### config.mk
export PLATFORM = sky130hd
export DESIGN_NAME = drive_command_mode_arbiter_unit
export DESIGN_NICKNAME = d
export VERILOG_FILES = /design/src/rtl/dcma_pkg.sv /design/src/rtl/dcma_front.sv /design/src/rtl/dcma_queue.sv /design/src/rtl/dcma_back.sv /design/src/rtl/drive_command_mode_arbiter_unit.sv
export SDC_FILE = /design/constraint.sdc
export NUM_CORES = 1
export LEC_CHECK = 0
export BUFFER_PORTS_ARGS = -buffer_cell sky130_fd_sc_hd__buf_2
export CORE_AREA = 5 5 128 130
export DETAILED_ROUTE_END_ITERATION = 6
export DIE_AREA = 0 0 133 135
export GPL_ROUTABILITY_DRIVEN = 0
export GPL_TIMING_DRIVEN = 0
export HOLD_SLACK_MARGIN = 0.12
export PLACE_DENSITY_LB_ADDON = 0.05
export SYNTH_ARGS = -nofsm -noshare
export SYNTH_HDL_FRONTEND = slang
export SYNTH_HIERARCHICAL = 1
export SYNTH_SLANG_ARGS = --single-unit
### constraint.sdc
create_clock -name clock -period 4.05 [get_ports clock]
set_input_delay 0.6075 -clock clock [delete_from_list [all_inputs] [get_ports clock]]
set_output_delay 0.6075 -clock clock [all_outputs]
set_load 0.01 [all_outputs]
### src/rtl/dcma_pkg.sv
// Shared types and constants for the drive command mode arbiter.
// No dependencies; imported by every module of the block.
`timescale 1ns / 1ps

package dcma_pkg;

   localparam int ID_WIDTH        = 11;
   localparam int THRESH_WIDTH    = 7;
   localparam int CSR_ADDR_WIDTH  = 3;
   localparam int CSR_DATA_WIDTH  = 11;
   localparam int SETPOINT_WIDTH  = 8;
   localparam int THROTTLE_WIDTH  = 9;
   localparam int FULL_SCALE      = 100;
   localparam int BRAKE_MARK      = 200;

   localparam logic [7:0] MODE_CODE_AUTO   = 8'd0;
   localparam logic [7:0] MODE_CODE_MANUAL = 8'd1;
   localparam logic [7:0] MODE_CODE_DEBUG  = 8'd2;

   typedef enum logic [CSR_ADDR_WIDTH-1:0] {
      CSR_MODE_ID   = 3'd0,
      CSR_AI_ID     = 3'd1,
      CSR_JOY_ID    = 3'd2,
      CSR_PARK_ID   = 3'd3,
      CSR_THRESHOLD = 3'd4
   } csr_index_type;

   typedef enum logic [1:0] {
      DRIVE_MANUAL = 2'd0,
      DRIVE_AUTO   = 2'd1,
      DRIVE_DEBUG  = 2'd2
   } mode_type;

   typedef enum logic [1:0] {
      CODE_TO_AUTO   = 2'd0,
      CODE_TO_MANUAL = 2'd1,
      CODE_TO_DEBUG  = 2'd2,
      CODE_UNKNOWN   = 2'd3
   } mode_code_type;

   typedef struct packed {
      logic                               is_tick;
      logic                               hit_mode;
      logic                               hit_ai;
      logic                               hit_joy;
      logic                               hit_park;
      mode_code_type                      code;
      logic signed [THROTTLE_WIDTH-1:0]   throttle;
      logic signed [SETPOINT_WIDTH-1:0]   steering;
      logic                               over;
   } cmd_type;

   typedef struct packed {
      logic                               drive_valid;
      logic signed [SETPOINT_WIDTH-1:0]   throttle;
      logic signed [SETPOINT_WIDTH-1:0]   steering;
      logic                               brake;
      mode_type                           mode;
      logic                               ctrl_reset;
      logic                               assist;
      logic                               park;
   } rsp_type;

endpackage

### src/rtl/dcma_front.sv
// Front end: holds the identifier and threshold registers, matches frame ids,
// decodes and clamps the targets of each request. Depends on dcma_pkg.
`timescale 1ns / 1ps

module dcma_front
   import dcma_pkg::*;
(
   input  logic                       clock,
   input  logic                       reset,
   input  logic                       csr_we,
   input  logic [CSR_ADDR_WIDTH-1:0]  csr_addr,
   input  logic [CSR_DATA_WIDTH-1:0]  csr_wdata,
   input  logic                       is_tick,
   input  logic [ID_WIDTH-1:0]        can_id,
   input  logic [7:0]                 payload_b0,
   input  logic [7:0]                 payload_b1,
   input  logic [7:0]                 payload_b2,
   input  logic [7:0]                 payload_b3,
   output cmd_type                    cmd
);

   localparam logic signed [15:0] SAT_HI    = 16'(FULL_SCALE);
   localparam logic signed [15:0] SAT_LO    = -SAT_HI;
   localparam logic signed [15:0] BRAKE_RAW = 16'(BRAKE_MARK);

   logic [ID_WIDTH-1:0]      mode_id_ff, mode_id_in;
   logic [ID_WIDTH-1:0]      ai_id_ff, ai_id_in;
   logic [ID_WIDTH-1:0]      joy_id_ff, joy_id_in;
   logic [ID_WIDTH-1:0]      park_id_ff, park_id_in;
   logic [THRESH_WIDTH-1:0]  thresh_ff, thresh_in;

   logic signed [15:0]                raw_thr;
   logic signed [15:0]                raw_ste;
   logic signed [SETPOINT_WIDTH-1:0]  sat_thr;
   logic signed [SETPOINT_WIDTH-1:0]  sat_ste;
   logic signed [THROTTLE_WIDTH-1:0]  thr;
   logic signed [THROTTLE_WIDTH-1:0]  neg_thr;
   logic [7:0]                        mag_thr;
   logic [7:0]                        mag_ste;

   function automatic logic signed [SETPOINT_WIDTH-1:0] sat_full(input logic signed [15:0] v);
      logic signed [SETPOINT_WIDTH-1:0] r;
      if (v > SAT_HI) begin
         r = SETPOINT_WIDTH'(SAT_HI);
      end else if (v < SAT_LO) begin
         r = SETPOINT_WIDTH'(SAT_LO);
      end else begin
         r = v[SETPOINT_WIDTH-1:0];
      end
      return r;
   endfunction

   always_comb begin
      mode_id_in = mode_id_ff;
      ai_id_in   = ai_id_ff;
      joy_id_in  = joy_id_ff;
      park_id_in = park_id_ff;
      thresh_in  = thresh_ff;
      if (csr_we) begin
         case (csr_addr)
            CSR_MODE_ID:   mode_id_in = csr_wdata[ID_WIDTH-1:0];
            CSR_AI_ID:     ai_id_in   = csr_wdata[ID_WIDTH-1:0];
            CSR_JOY_ID:    joy_id_in  = csr_wdata[ID_WIDTH-1:0];
            CSR_PARK_ID:   park_id_in = csr_wdata[ID_WIDTH-1:0];
            CSR_THRESHOLD: thresh_in  = csr_wdata[THRESH_WIDTH-1:0];
            default: ;
         endcase
      end
   end

   always_ff @(posedge clock) begin
      if (reset) begin
         mode_id_ff <= ID_WIDTH'(0);
         ai_id_ff   <= ID_WIDTH'(1);
         joy_id_ff  <= ID_WIDTH'(2);
         park_id_ff <= ID_WIDTH'(3);
         thresh_ff  <= THRESH_WIDTH'(5);
      end else begin
         mode_id_ff <= mode_id_in;
         ai_id_ff   <= ai_id_in;
         joy_id_ff  <= joy_id_in;
         park_id_ff <= park_id_in;
         thresh_ff  <= thresh_in;
      end
   end

   always_comb begin
      raw_thr = signed'({payload_b1, payload_b0});
      raw_ste = signed'({payload_b3, payload_b2});
      sat_thr = sat_full(raw_thr);
      sat_ste = sat_full(raw_ste);
      thr     = (raw_thr == BRAKE_RAW) ? THROTTLE_WIDTH'(BRAKE_RAW)
                                       : {sat_thr[SETPOINT_WIDTH-1], sat_thr};
      neg_thr = -thr;
      mag_thr = thr[THROTTLE_WIDTH-1] ? neg_thr[7:0] : thr[7:0];
      mag_ste = sat_ste[SETPOINT_WIDTH-1] ? 8'(-sat_ste) : 8'(sat_ste);

      cmd.is_tick  = is_tick;
      cmd.hit_mode = (can_id == mode_id_ff);
      cmd.hit_ai   = (can_id == ai_id_ff);
      cmd.hit_joy  = (can_id == joy_id_ff);
      cmd.hit_park = (can_id == park_id_ff);
      case (payload_b0)
         MODE_CODE_AUTO:   cmd.code = CODE_TO_AUTO;
         MODE_CODE_MANUAL: cmd.code = CODE_TO_MANUAL;
         MODE_CODE_DEBUG:  cmd.code = CODE_TO_DEBUG;
         default:          cmd.code = CODE_UNKNOWN;
      endcase
      cmd.throttle = thr;
      cmd.steering = sat_ste;
      cmd.over     = (mag_thr > {1'b0, thresh_ff}) || (mag_ste > {1'b0, thresh_ff});
   end

endmodule

### src/rtl/dcma_queue.sv
// Short flop-based queue of classified requests between front and back end.
// Depends on dcma_pkg.
`timescale 1ns / 1ps

module dcma_queue
   import dcma_pkg::*;
#(
   parameter int DEPTH = 2
) (
   input  logic     clock,
   input  logic     reset,
   input  logic     push,
   input  cmd_type  push_cmd,
   output logic     full,
   input  logic     pop,
   output logic     head_valid,
   output cmd_type  head_cmd
);

   localparam int PTR_WIDTH = (DEPTH > 1) ? $clog2(DEPTH) : 1;
   localparam int CNT_WIDTH = $clog2(DEPTH + 1);

   cmd_type                entry_ff [DEPTH];
   logic [PTR_WIDTH-1:0]   wr_ptr_ff, wr_ptr_in;
   logic [PTR_WIDTH-1:0]   rd_ptr_ff, rd_ptr_in;
   logic [CNT_WIDTH-1:0]   count_ff, count_in;

   always_comb begin
      full       = (count_ff == CNT_WIDTH'(DEPTH));
      head_valid = (count_ff != '0);
      head_cmd   = entry_ff[rd_ptr_ff];

      wr_ptr_in = wr_ptr_ff;
      rd_ptr_in = rd_ptr_ff;
      count_in  = count_ff;
      if (push) begin
         wr_ptr_in = (wr_ptr_ff == PTR_WIDTH'(DEPTH - 1)) ? '0 : wr_ptr_ff + 1'b1;
      end
      if (pop) begin
         rd_ptr_in = (rd_ptr_ff == PTR_WIDTH'(DEPTH - 1)) ? '0 : rd_ptr_ff + 1'b1;
      end
      if (push && !pop) begin
         count_in = count_ff + 1'b1;
      end else if (pop && !push) begin
         count_in = count_ff - 1'b1;
      end
   end

   always_ff @(posedge clock) begin
      if (reset) begin
         wr_ptr_ff <= '0;
         rd_ptr_ff <= '0;
         count_ff  <= '0;
      end else begin
         wr_ptr_ff <= wr_ptr_in;
         rd_ptr_ff <= rd_ptr_in;
         count_ff  <= count_in;
      end
   end

   always_ff @(posedge clock) begin
      if (push) begin
         entry_ff[wr_ptr_ff] <= push_cmd;
      end
   end

endmodule

### src/rtl/dcma_back.sv
// Back end: applies queued requests to the drive mode and setpoint state and
// holds the result in an output register. Depends on dcma_pkg.
`timescale 1ns / 1ps

module dcma_back
   import dcma_pkg::*;
(
   input  logic     clock,
   input  logic     reset,
   input  logic     head_valid,
   input  cmd_type  head_cmd,
   output logic     pop,
   output logic     rsp_valid,
   input  logic     rsp_ready,
   output rsp_type  rsp
);

   localparam logic signed [THROTTLE_WIDTH-1:0] BRAKE_VAL = THROTTLE_WIDTH'(BRAKE_MARK);

   mode_type                          mode_ff, mode_in;
   logic signed [THROTTLE_WIDTH-1:0]  thr_ff, thr_in;
   logic signed [SETPOINT_WIDTH-1:0]  ste_ff, ste_in;
   logic                              armed_ff, armed_in;
   logic                              rsp_valid_ff, rsp_valid_in;
   rsp_type                           rsp_ff, rsp_in;
   logic                              claimed;

   assign pop       = head_valid && (!rsp_valid_ff || rsp_ready);
   assign rsp_valid = rsp_valid_ff;
   assign rsp       = rsp_ff;

   always_comb begin
      mode_in      = mode_ff;
      thr_in       = thr_ff;
      ste_in       = ste_ff;
      armed_in     = armed_ff;
      rsp_valid_in = rsp_valid_ff && !rsp_ready;
      claimed      = 1'b0;
      rsp_in       = '0;

      if (pop) begin
         rsp_valid_in = 1'b1;
         if (!head_cmd.is_tick) begin
            if (head_cmd.hit_mode) begin
               case (head_cmd.code)
                  CODE_TO_AUTO: mode_in = DRIVE_AUTO;
                  CODE_TO_MANUAL: begin
                     mode_in = DRIVE_MANUAL;
                     thr_in  = '0;
                  end
                  CODE_TO_DEBUG: begin
                     mode_in = DRIVE_DEBUG;
                     thr_in  = '0;
                  end
                  default: mode_in = DRIVE_MANUAL;
               endcase
               rsp_in.ctrl_reset = 1'b1;
               claimed           = 1'b1;
            end else if (head_cmd.hit_ai && mode_ff == DRIVE_AUTO) begin
               thr_in = head_cmd.throttle;
               ste_in = head_cmd.steering;
               if (armed_ff) begin
                  rsp_in.ctrl_reset = 1'b1;
                  rsp_in.assist     = 1'b1;
                  armed_in          = 1'b0;
               end
               claimed = 1'b1;
            end else if (head_cmd.hit_joy) begin
               if (mode_ff == DRIVE_AUTO) begin
                  if (head_cmd.over) begin
                     mode_in           = DRIVE_MANUAL;
                     rsp_in.ctrl_reset = 1'b1;
                     thr_in            = head_cmd.throttle;
                     ste_in            = head_cmd.steering;
                     armed_in          = 1'b1;
                  end
               end else if (mode_ff == DRIVE_MANUAL) begin
                  thr_in   = head_cmd.throttle;
                  ste_in   = head_cmd.steering;
                  armed_in = 1'b1;
               end
               claimed = 1'b1;
            end else if (head_cmd.hit_park) begin
               rsp_in.park = 1'b1;
               claimed     = 1'b1;
            end
         end

         if (!claimed) begin
            if (thr_in == BRAKE_VAL) begin
               thr_in       = '0;
               rsp_in.brake = 1'b1;
            end
            rsp_in.drive_valid = 1'b1;
            rsp_in.throttle    = thr_in[SETPOINT_WIDTH-1:0];
            rsp_in.steering    = ste_in;
         end
         rsp_in.mode = mode_in;
      end else begin
         rsp_in = rsp_ff;
      end
   end

   always_ff @(posedge clock) begin
      if (reset) begin
         mode_ff      <= DRIVE_MANUAL;
         thr_ff       <= '0;
         ste_ff       <= '0;
         armed_ff     <= 1'b1;
         rsp_valid_ff <= 1'b0;
      end else begin
         mode_ff      <= mode_in;
         thr_ff       <= thr_in;
         ste_ff       <= ste_in;
         armed_ff     <= armed_in;
         rsp_valid_ff <= rsp_valid_in;
      end
   end

   always_ff @(posedge clock) begin
      rsp_ff <= rsp_in;
   end

endmodule

### src/rtl/drive_command_mode_arbiter_unit.sv
// Top level of the drive command mode arbiter: stream ports, front end, queue
// and back end. Depends on dcma_pkg, dcma_front, dcma_queue, dcma_back.
`timescale 1ns / 1ps

// Takes one request per clock cycle while req_tready is high, a CAN frame or a
// control tick, and gives one response per request in order. A request is
// matched and decoded combinationally, stored in the request queue when
// accepted, and applied to the mode and setpoint state once it heads the queue
// and the output register is free or being read. The queue of QUEUE_DEPTH
// entries and the single output register let the request side keep accepting
// while a response waits for rsp_tready. The identifier and threshold registers
// must be written by the user through csr_* while no request is in flight; unchecked.
module drive_command_mode_arbiter_unit
   import dcma_pkg::*;
#(
   parameter int QUEUE_DEPTH = 2
) (
   input  logic                       clock,
   input  logic                       reset,
   input  logic                       csr_we,
   input  logic [CSR_ADDR_WIDTH-1:0]  csr_addr,
   input  logic [CSR_DATA_WIDTH-1:0]  csr_wdata,
   input  logic                       req_tvalid,
   output logic                       req_tready,
   // [10:0] can_id, [18:11] payload_b0, [26:19] payload_b1,
   // [34:27] payload_b2, [42:35] payload_b3, [47:43] zero
   input  logic [47:0]                req_tdata,
   // [0] op
   input  logic [0:0]                 req_tuser,
   output logic                       rsp_tvalid,
   input  logic                       rsp_tready,
   // [7:0] throttle_out, [15:8] steering_out, [16] brake_active,
   // [18:17] mode_out, [19] controller_reset, [20] assist_request,
   // [21] parking_request, [23:22] zero
   output logic [23:0]                rsp_tdata,
   // [0] drive_valid
   output logic [0:0]                 rsp_tuser
);

   cmd_type  front_cmd;
   cmd_type  head_cmd;
   rsp_type  rsp;
   logic     queue_full;
   logic     head_valid;
   logic     pop;
   logic     push;

   assign req_tready = !queue_full;
   assign push       = req_tvalid && !queue_full;

   dcma_front u_front (
      .clock      (clock),
      .reset      (reset),
      .csr_we     (csr_we),
      .csr_addr   (csr_addr),
      .csr_wdata  (csr_wdata),
      .is_tick    (req_tuser[0]),
      .can_id     (req_tdata[10:0]),
      .payload_b0 (req_tdata[18:11]),
      .payload_b1 (req_tdata[26:19]),
      .payload_b2 (req_tdata[34:27]),
      .payload_b3 (req_tdata[42:35]),
      .cmd        (front_cmd)
   );

   dcma_queue #(
      .DEPTH (QUEUE_DEPTH)
   ) u_queue (
      .clock      (clock),
      .reset      (reset),
      .push       (push),
      .push_cmd   (front_cmd),
      .full       (queue_full),
      .pop        (pop),
      .head_valid (head_valid),
      .head_cmd   (head_cmd)
   );

   dcma_back u_back (
      .clock      (clock),
      .reset      (reset),
      .head_valid (head_valid),
      .head_cmd   (head_cmd),
      .pop        (pop),
      .rsp_valid  (rsp_tvalid),
      .rsp_ready  (rsp_tready),
      .rsp        (rsp)
   );

   assign rsp_tuser = rsp.drive_valid;
   assign rsp_tdata = {2'b00, rsp.park, rsp.assist, rsp.ctrl_reset, rsp.mode,
                       rsp.brake, rsp.steering, rsp.throttle};

endmodule

Word-level counts from Yosys, hierarchy flattened

Memory sizes are Yosys's and may differ from the RTL's. A register that Yosys moved wholly into a read port is not among the register bits.
Cells that the tools add are included.

Multiplexer cells: 61
Add/sub/neg operators: 6
Reduce and logical (&&, ||, !) cells: 30
Eq/ne operators: 17
Magnitude comparators: 6
Bitwise operators: 3

Operator list:

| cell                  | count |
|---|---|
| $mux W9               | 12 |
| $mux W8               | 13 |
| $eq A11 B11 Y1        | 4 |
| $gt A16 B8 Y1 const B | 2 |
| $lt A16 B8 Y1 const B | 2 |
| $mux W1               | 24 |
| $mux W18              | 1 |
| $mux W2               | 9 |
| $eq A16 B9 Y1 const B | 1 |
| $gt A8 B7 Y1          | 2 |
| $neg A8 Y8            | 2 |
| $reduce_and A2 Y1     | 5 |
| $eq A9 B9 Y1 const B  | 1 |
| $eq A8 B1 Y1 const B  | 1 |
| $eq A8 B2 Y1 const B  | 1 |
| $logic_not A8 Y1      | 1 |
| $eq A3 B2 Y1 const B  | 2 |
| $logic_and A1 B1 Y1   | 6 |
| $pmux W2 S3           | 1 |
| $reduce_and A6 Y1     | 1 |
| $reduce_bool A2 Y1    | 3 |
| $logic_not A1 Y1      | 5 |
| $eq A2 B1 Y1 const B  | 2 |
| $eq A2 B2 Y1 const B  | 2 |
| other kinds (15)      | 20 |

Memory bits (writable): 50
Output and inout port bits: 27
Register bits: 99
Word-level logic and storage cells: 145
Input port bits: 68
Memories: 1

Memory list:

| name             | depth | width | read ports | clocked after memory_dff | write ports | line             | text |
|---|---|---|---|---|---|---|---|
| u_queue.entry_ff | 2     | 25    | 1          | 1                        | 1           | dcma_queue.sv:23 | `cmd_type entry_ff [DEPTH];` |

Depth between registers and ports, before layout

Gate-level depths: netlist (run 1).

Depth in word-level cells: 11
Depth in mapped cells: 16
Depth with buffers taken out: 15

Cells and area by module

The synthesis (run 1) kept the hierarchy.

By module, submodules not included:

| module                          | area each (um^2) | cells an instance | seq. area each (um^2) | times used |
|---|---|---|---|---|
| dcma_front                      | 3,385.7          | 472               | 1,021.0               | 1 |
| dcma_queue                      | 2,013.2          | 100               | 1,601.5               | 1 |
| dcma_back                       | 1,996.9          | 205               | 1,111.1               | 1 |
| drive_command_mode_arbiter_unit | 28.8             | 5                 | 0.0                   | 1 |

Worst setup path before layout (run 1)

No wires, ideal clock.

Kind: input-to-reg
Start point: in req_tdata[21]
End point: mem u_queue/entry_ff[0][0] in the netlist's numbering (data pin)
Library setup time: 0.263 ns
Data required time: 3.787 ns
Setup slack: 0.624 ns
Arrival: 3.163 ns
Buffers on the path: 0
Cell stages on the path: 15
Cell sequence: nor4_1 > nand3b_1 > o21a_1 > nor2_1 > nand2_1 > ha_1 > nor2_1 > o22ai_1 > a22o_1 > ha_1 > a21oi_1 > a21boi_0 > o21ai_0 > a21oi_1 > a211o_1

RTL lines:

| what               | line                                  | text |
|---|---|---|
| start: declaration | drive_command_mode_arbiter_unit.sv:27 | `input logic [47:0] req_tdata,` |
| end: declaration   | dcma_queue.sv:23                      |  |

==> results.toml, run 1 <==
[clock_tree]
cts-root-buf = "clkbuf_16"
cts_tree = "yes"
cts_buffers = 17
htreeDepth = 4
post_cts_buffers = 0
clockBufferDepth = 2
holdBufCountCts = 0
clk_latency_ps = 410
cts.sinks = 150
cts_resized = 0
path_clk_slew_ps = 60

[floorplan]
core_um2 = 15000
start_util_pct = 49.4
rows = 45
die_y_um = 135
die-area_um2 = 18000
die_width_um = 133
pin_count = 95

[yosys]
synthArstFlopShare_pct = 0
synth_top_area_share_pct = 29.5
synth_top_area_cell = "edfxtp_1"
synth_flop_cell = "dfxtp_1"
ys_ff_latch = 150
synth-compound-area-share_pct = 10.6
synthTopCellsByArea = "edfxtp_1, dfxtp_1, nand2_1"
syn_area_um2 = 7420
post_synth.cell_area_avg_um2 = 9.49
synth_top_family_by_area = "simple AND/OR/NAND/NOR gates"
synth_cells = 782
muxShareOfSynthArea_pct = 5.16
synthAdderAreaFrac_pct = 3.20
ys_types = 64
synth_xor_area_share_pct = 5.78
yosys.area_share.simple_pct = 20.9
ys_seq_area_share_pct = 50.3
yosysWarnings = 6
synth_edf_count = 73

[detailed_routing]
drt_iter0_drc = 373
via_count = 5925
first_pass_iters = 5
wire_per_inst_um = 16.2
finalWirelength_um = 17500
via_per_inst = 5.50
remaining_drc_errors = 0
final_antenna_net_count = 0

[global_route]
grt_pass1_wl_um = 28200
grt_pass1_vias = 5744
grt_usage_pct = 19.6
grt_overflow = 0
grt_max_degree = 31
antenna_found_initial = 0

[worst_setup_path]
cp_max_fo = 6
crit_slowest_cell = "nor4_1"
slowest_delay_ps = 360
crit_arrival_ps = 3750
end_kind = "flip-flop"
worstSetupPathType = "in2reg"
path_cells = "buf_2 -> nor4_1 -> nand3b_1 -> o21a_1 -> nor2_1 -> nand2_1 -> ha_1 -> nor2_1 -> o22ai_1 -> a22o_1 -> ha_1 -> a21oi_1 -> a21boi_0 -> o21ai_0 -> a21oi_1 -> a211o_1"
critPathRequiredTime_ps = 4180
crit_path_start_kind = "primary input"

[sta]
finalSetupTns_ps = 0
rsz0062_at_grt = "no"
skew_ps = 10.7
finalCriticalPeriod_ps = 3620
fin_ws_ps = 431
slew_headroom_pct = 22.9
finalCritPeriodShare_pct = 89.4
report.final.slew_viol_count = 0
setup_viol = 0
fmax_mhz = 276
worst_pin_slew_ps = 1160
hold_viol = 0

[placed_design]
io_buffers = 74
dpl_cell_area_um2 = 8060
pre_cts_ws_ps = 7.56
hpwl_um = 13100

[worst_hold_path]
hold_path.class = "in2reg"

[layout]
fin_nets = 964
drive_above_1_share_pct = 18.1
finalInstanceArea_um2 = 8640
n_antenna_cell = 0
area_growth_pct = 16.3
fillers = 1335

[power_and_ir_drop]
power_density_nw_per_um2 = 531
p_leak_nw = 3.06
power_mw = 4.58
ir_worst_vdd_mv = 0.279

[outcome]
status = "finished clean"

[job]
drv_cap = 0
cells in the mapped netlist, types with 3 or more instances:
master,number
inv_1,19
ha_1,19
nor4_1,7
edfxtp_1,73
a22o_1,4
and2_1,6
clkbuf_1,33
and4_1,3
buf_2,4
nor2_1,50
a31oi_1,3
o22ai_1,3
dfxtp_1,77
and3_1,3
buf_4,7
nor2b_1,5
nor3_1,25
nand3_1,18
xnor2_1,47
nand2b_1,4
mux2_2,26
o31ai_1,3
or3_1,4
o21a_1,3
nand3b_1,14
or2_2,8
mux2i_1,9
nand4_1,13
nand2_1,156
a21oi_1,84
o21ai_0,11
cells by family after synthesis:
group	count (synthesis)
xor gates and xnor gates	49
adders and majority gates	19
DFF	150
buffers and inverters	66
AOI/OAI and AO/OA	133
muxes	35
and+or+nand+nor	329
other	1
state kept, by name, summed over array words and instances, names as in the netlist, 7 cells and up, named ones only:
name,count
u_front/thresh_ff,7
u_front/park_id_ff,11
u_front/joy_id_ff,11
u_queue/entry_ff,50
u_front/mode_id_ff,11
u_back/thr_ff,9
u_front/ai_id_ff,11
u_back/rsp,23
u_back/ste_ff,8
cells in the final DEF, fill, tap and decap left out, types with 18 or more instances in the layout:
cell	netlist	routed
nor3_1	25	25
nor2_1	50	50
a21oi_1	84	84
edfxtp_1	73	73
inv_1	19	19
xnor2_1	47	47
ha_1	19	19
clkbuf_1	33	34
dfxtp_1	77	77
nand2_1	156	156
nand3_1	18	18
mux2_2	26	26
buf_2	4	78
through the flow:
| step | hold WS [ps] | utilization, % | cells |
|---|---|---|---|
| 2_1_floorplan | 436 | - | 783 |
| 3_3_place_gp | 449 | 53.4 | 1045 |
| 3_5_place_dp | 449 | 53.6 | 1046 |
| 4_1_cts | 355 | 57.4 | 1078 |
| 5_1_grt | 353 | 57.4 | 1078 |
| 6_report | 378 | 57.4 | 1078 |
final timing paths:
| path | from | endpoint | slack, ps | cells past startpoint |
|---|---|---|---|---|
| worst max-delay path | req_tdata[21] | u_queue/entry_ff[1][0] | 430 | 16 |
| worst min-delay path | req_tuser | u_queue/entry_ff[0][24] | 380 | 1 |
| worst max register to register | flip-flop | u_back/ste_ff[3] | 1240 | 10 |
| worst min register to register | u_front/thresh_ff[1] | u_front/thresh_ff[1] | 450 | 2 |
cell type report:
cell class	count	area [um^2]	area share (%)
Inverter	19	71.3	0.826
Tap cell	188	235	2.72
Buffer	47	224	2.59
Clock buffer	19	443	5.13
Sequential cell	150	3730	43.2
Timing Repair Buffer	75	398	4.61
Clock inverter	13	129	1.49
Multi-Input combinational cell	567	3400	39.4
layer usage:
| layer | track usage (%) | routed length (um) | up-vias |
|---|---|---|---|
| li1 | - | - | 2918 |
| met4 | 7.22 | 313 | 0 |
| met3 | 3.58 | 814 | 21 |
| met5 | 0 | 0 | - |
| met1 | 24.4 | 7680 | 2801 |
| met2 | 33.9 | 8710 | 185 |
critical path, delay by kind of cell:
| family | cells | cell delay, ps |
|---|---|---|
| buf+inv | 1 | 100 |
| simple gates | 5 | 1070 |
| compound gates | 8 | 1420 |
| fa+ha+maj | 2 | 540 |
where the power goes:
part	switching [mW]	internal [mW]	leakage (nW)	total, mW
clock network	0.600	0.918	0.278	1.52
registers	0.0832	1.89	1.30	1.97
logic	0.673	0.419	1.48	1.09
total	1.36	3.23	3.06	4.58
(Power assumes the default switching activity.)
==> run 2, diff against run 1 <==
--- a/config.mk
+++ b/config.mk
@@ -13,7 +13,9 @@
 export GPL_TIMING_DRIVEN = 0
 export HOLD_SLACK_MARGIN = 0.12
 export PLACE_DENSITY_LB_ADDON = 0.05
+export REMOVE_ABC_BUFFERS = 1
 export SYNTH_ARGS = -nofsm -noshare
 export SYNTH_HDL_FRONTEND = slang
 export SYNTH_HIERARCHICAL = 1
 export SYNTH_SLANG_ARGS = --single-unit
+export TNS_END_PERCENT = 100
==> constraint.sdc (replaced) <==
create_clock -name clock -period 4.45 [get_ports clock]
set_input_delay 0.6675 -clock clock [delete_from_list [all_inputs] [get_ports clock]]
set_output_delay 0.6675 -clock clock [all_outputs]
set_load 0.01 [all_outputs]
==> results.toml, run 2 (synthesis gave the netlist of run 1 again) <==
[power_and_ir_drop]
power_density_nw_per_um2 = 487
pwr-share-seq_pct = 44.2
swShare_pct = 30.1
ir_worst_vdd_mv = 0.310
power_mw = 4.13
pwr-share-clk_pct = 33.4
power_frac_comb_pct = 22.4
intPower_mw = 2.89
p_sw_mw = 1.24
p_leak_nw = 3.00

[clock_tree]
clockBufferDepth = 2
cts_resized = 0
path_clk_slew_ps = 60
cts-root-buf = "clkbuf_16"
cts.sinks = 150
clk_latency_ps = 420
cts_buffers = 17
post_cts_buffers = 0
cts_tree = "yes"
htreeDepth = 4
holdBufCountCts = 0

[worst_hold_path]
min_from = "req_tuser"
hold_path.class = "in2reg"

[layout]
max_flop_register = "u_queue/entry_ff"
drive_above_1_share_pct = 19.0
n_antenna_cell = 0
largest_reg_flops = 50
final_cell_mix = "nand2_1, buf_2, a21oi_1"
layout_commonest_cell = "nand2_1"
area_growth_pct = 14.3
fin_nets = 930
fillers = 1330

[worst_setup_path]
cp-startpoint = "req_tdata[26]"
critPathRequiredTime_ps = 4600
worstSetupPathType = "in2reg"
path_cells = "buf_2 -> nor4_1 -> nand3b_1 -> o21a_1 -> nor2_1 -> nand2_1 -> ha_1 -> nor2_1 -> o22ai_1 -> a22o_1 -> ha_1 -> a21oi_1 -> a21boi_0 -> o21ai_0 -> a21oi_1 -> a211o_1"
crit_arrival_ps = 3920
crit_path_start_kind = "primary input"
end_kind = "flip-flop"
cp_max_fo = 12
crit_slowest_cell = "nor4_1"
slowest_delay_ps = 410

[floorplan]
die_y_um = 135
die-area_um2 = 18000
die_width_um = 133
core_um2 = 15000
rows = 45
start_util_pct = 49.4
pin_count = 95

[detailed_routing]
wire_per_inst_um = 16.5
drt_iter0_drc = 351
remaining_drc_errors = 0
first_pass_iters = 5
finalWirelength_um = 17200
via_count = 5872
via_per_inst = 5.62
final_antenna_net_count = 0

[sta]
finalCritPeriodShare_pct = 84.9
setup_viol = 0
report.final.slew_viol_count = 0
worst_pin_slew_ps = 1380
slew_headroom_pct = 7.95
finalSetupTns_ps = 0
finalCriticalPeriod_ps = 3780
hold_viol = 0
fmax_mhz = 265
skew_ps = 15.2
rsz0062_at_grt = "no"

[global_route]
grt_pass1_wl_um = 27500
antenna_found_initial = 0
grt_usage_pct = 19.0
grt_max_degree = 76
grt_pass1_vias = 5620
grt_overflow = 0

[outcome]
status = "finished clean"

[placed_design]
hpwl_um = 12400
io_buffers = 87

[job]
drv_cap = 0
## run 2: changes by cell type in the layout (fill, tap and decap cells not counted), sizes merged
| cell | change |
|---|---|
| clkinvlp | +1 |
| bufinv | -2 |
| clkbuf | -33 |
## run 2: area by class of cell
class / instances / area [um^2] / area share (%)
clock inverter: 12 / 90.1 / 1.06
clock buffer: 20 / 500 / 5.90
timing repair buffer: 88 / 450 / 5.31
multi-input combinational: 567 / 3400 / 40.1
inverter: 19 / 71.3 / 0.841
sequential: 150 / 3730 / 44.0
tap: 188 / 235 / 2.77
## run 2: path summary, 6_finish.rpt
check / slack, ps / end / depth (start not counted)
worst max-delay path: 670 / u_queue/entry_ff[0][0] / 16
worst min-delay path: 440 / u_queue/entry_ff[0][24] / 1
worst max register to register: 840 / u_back/ste_ff[4] / 6
worst min register to register: 460 / u_front/thresh_ff[3] / 2
## run 2: power groups by stage
stage | clock (mW) | sequential (mW) | combinational, mW
6_report | 1.38 | 1.83 | 0.924
3_3_place_gp | 0 | 1.85 | 0.894
5_1_grt | 1.47 | 1.85 | 1.01
3_5_place_dp | 0 | 1.86 | 0.919
2_1_floorplan | 0 | 1.89 | 0.525
4_1_cts | 1.41 | 1.83 | 0.924
## run 2: per-stage QoR
step	hold slack, ps	setup slack [ps]	cells	instance area (um^2)	util [%]
2_1_floorplan	430	969	736	7200	-
4_1_cts	416	745	1044	8480	56.4
3_5_place_dp	450	346	1012	7890	52.5
3_3_place_gp	448	362	1011	7880	52.4
5_1_grt	415	409	1044	8480	56.4
6_report	436	672	1044	8480	56.4
## run 2: worst max-delay path: cells and delay by family
kind	cells	cell delay (ps)
AOI/OAI and AO/OA	8	1390
adders and majority gates	2	540
buffers and inverters	1	180
and+or+nand+nor	5	1150
## run 2: per-layer routing
layer	global-route usage, %	vias to the layer above	part of all wire [%]
li1	-	2853	-
met1	26.1	2780	47
met2	30.2	213	46
met3	4.06	26	5.8
met4	6.00	0	1.4
met5	0	-	0
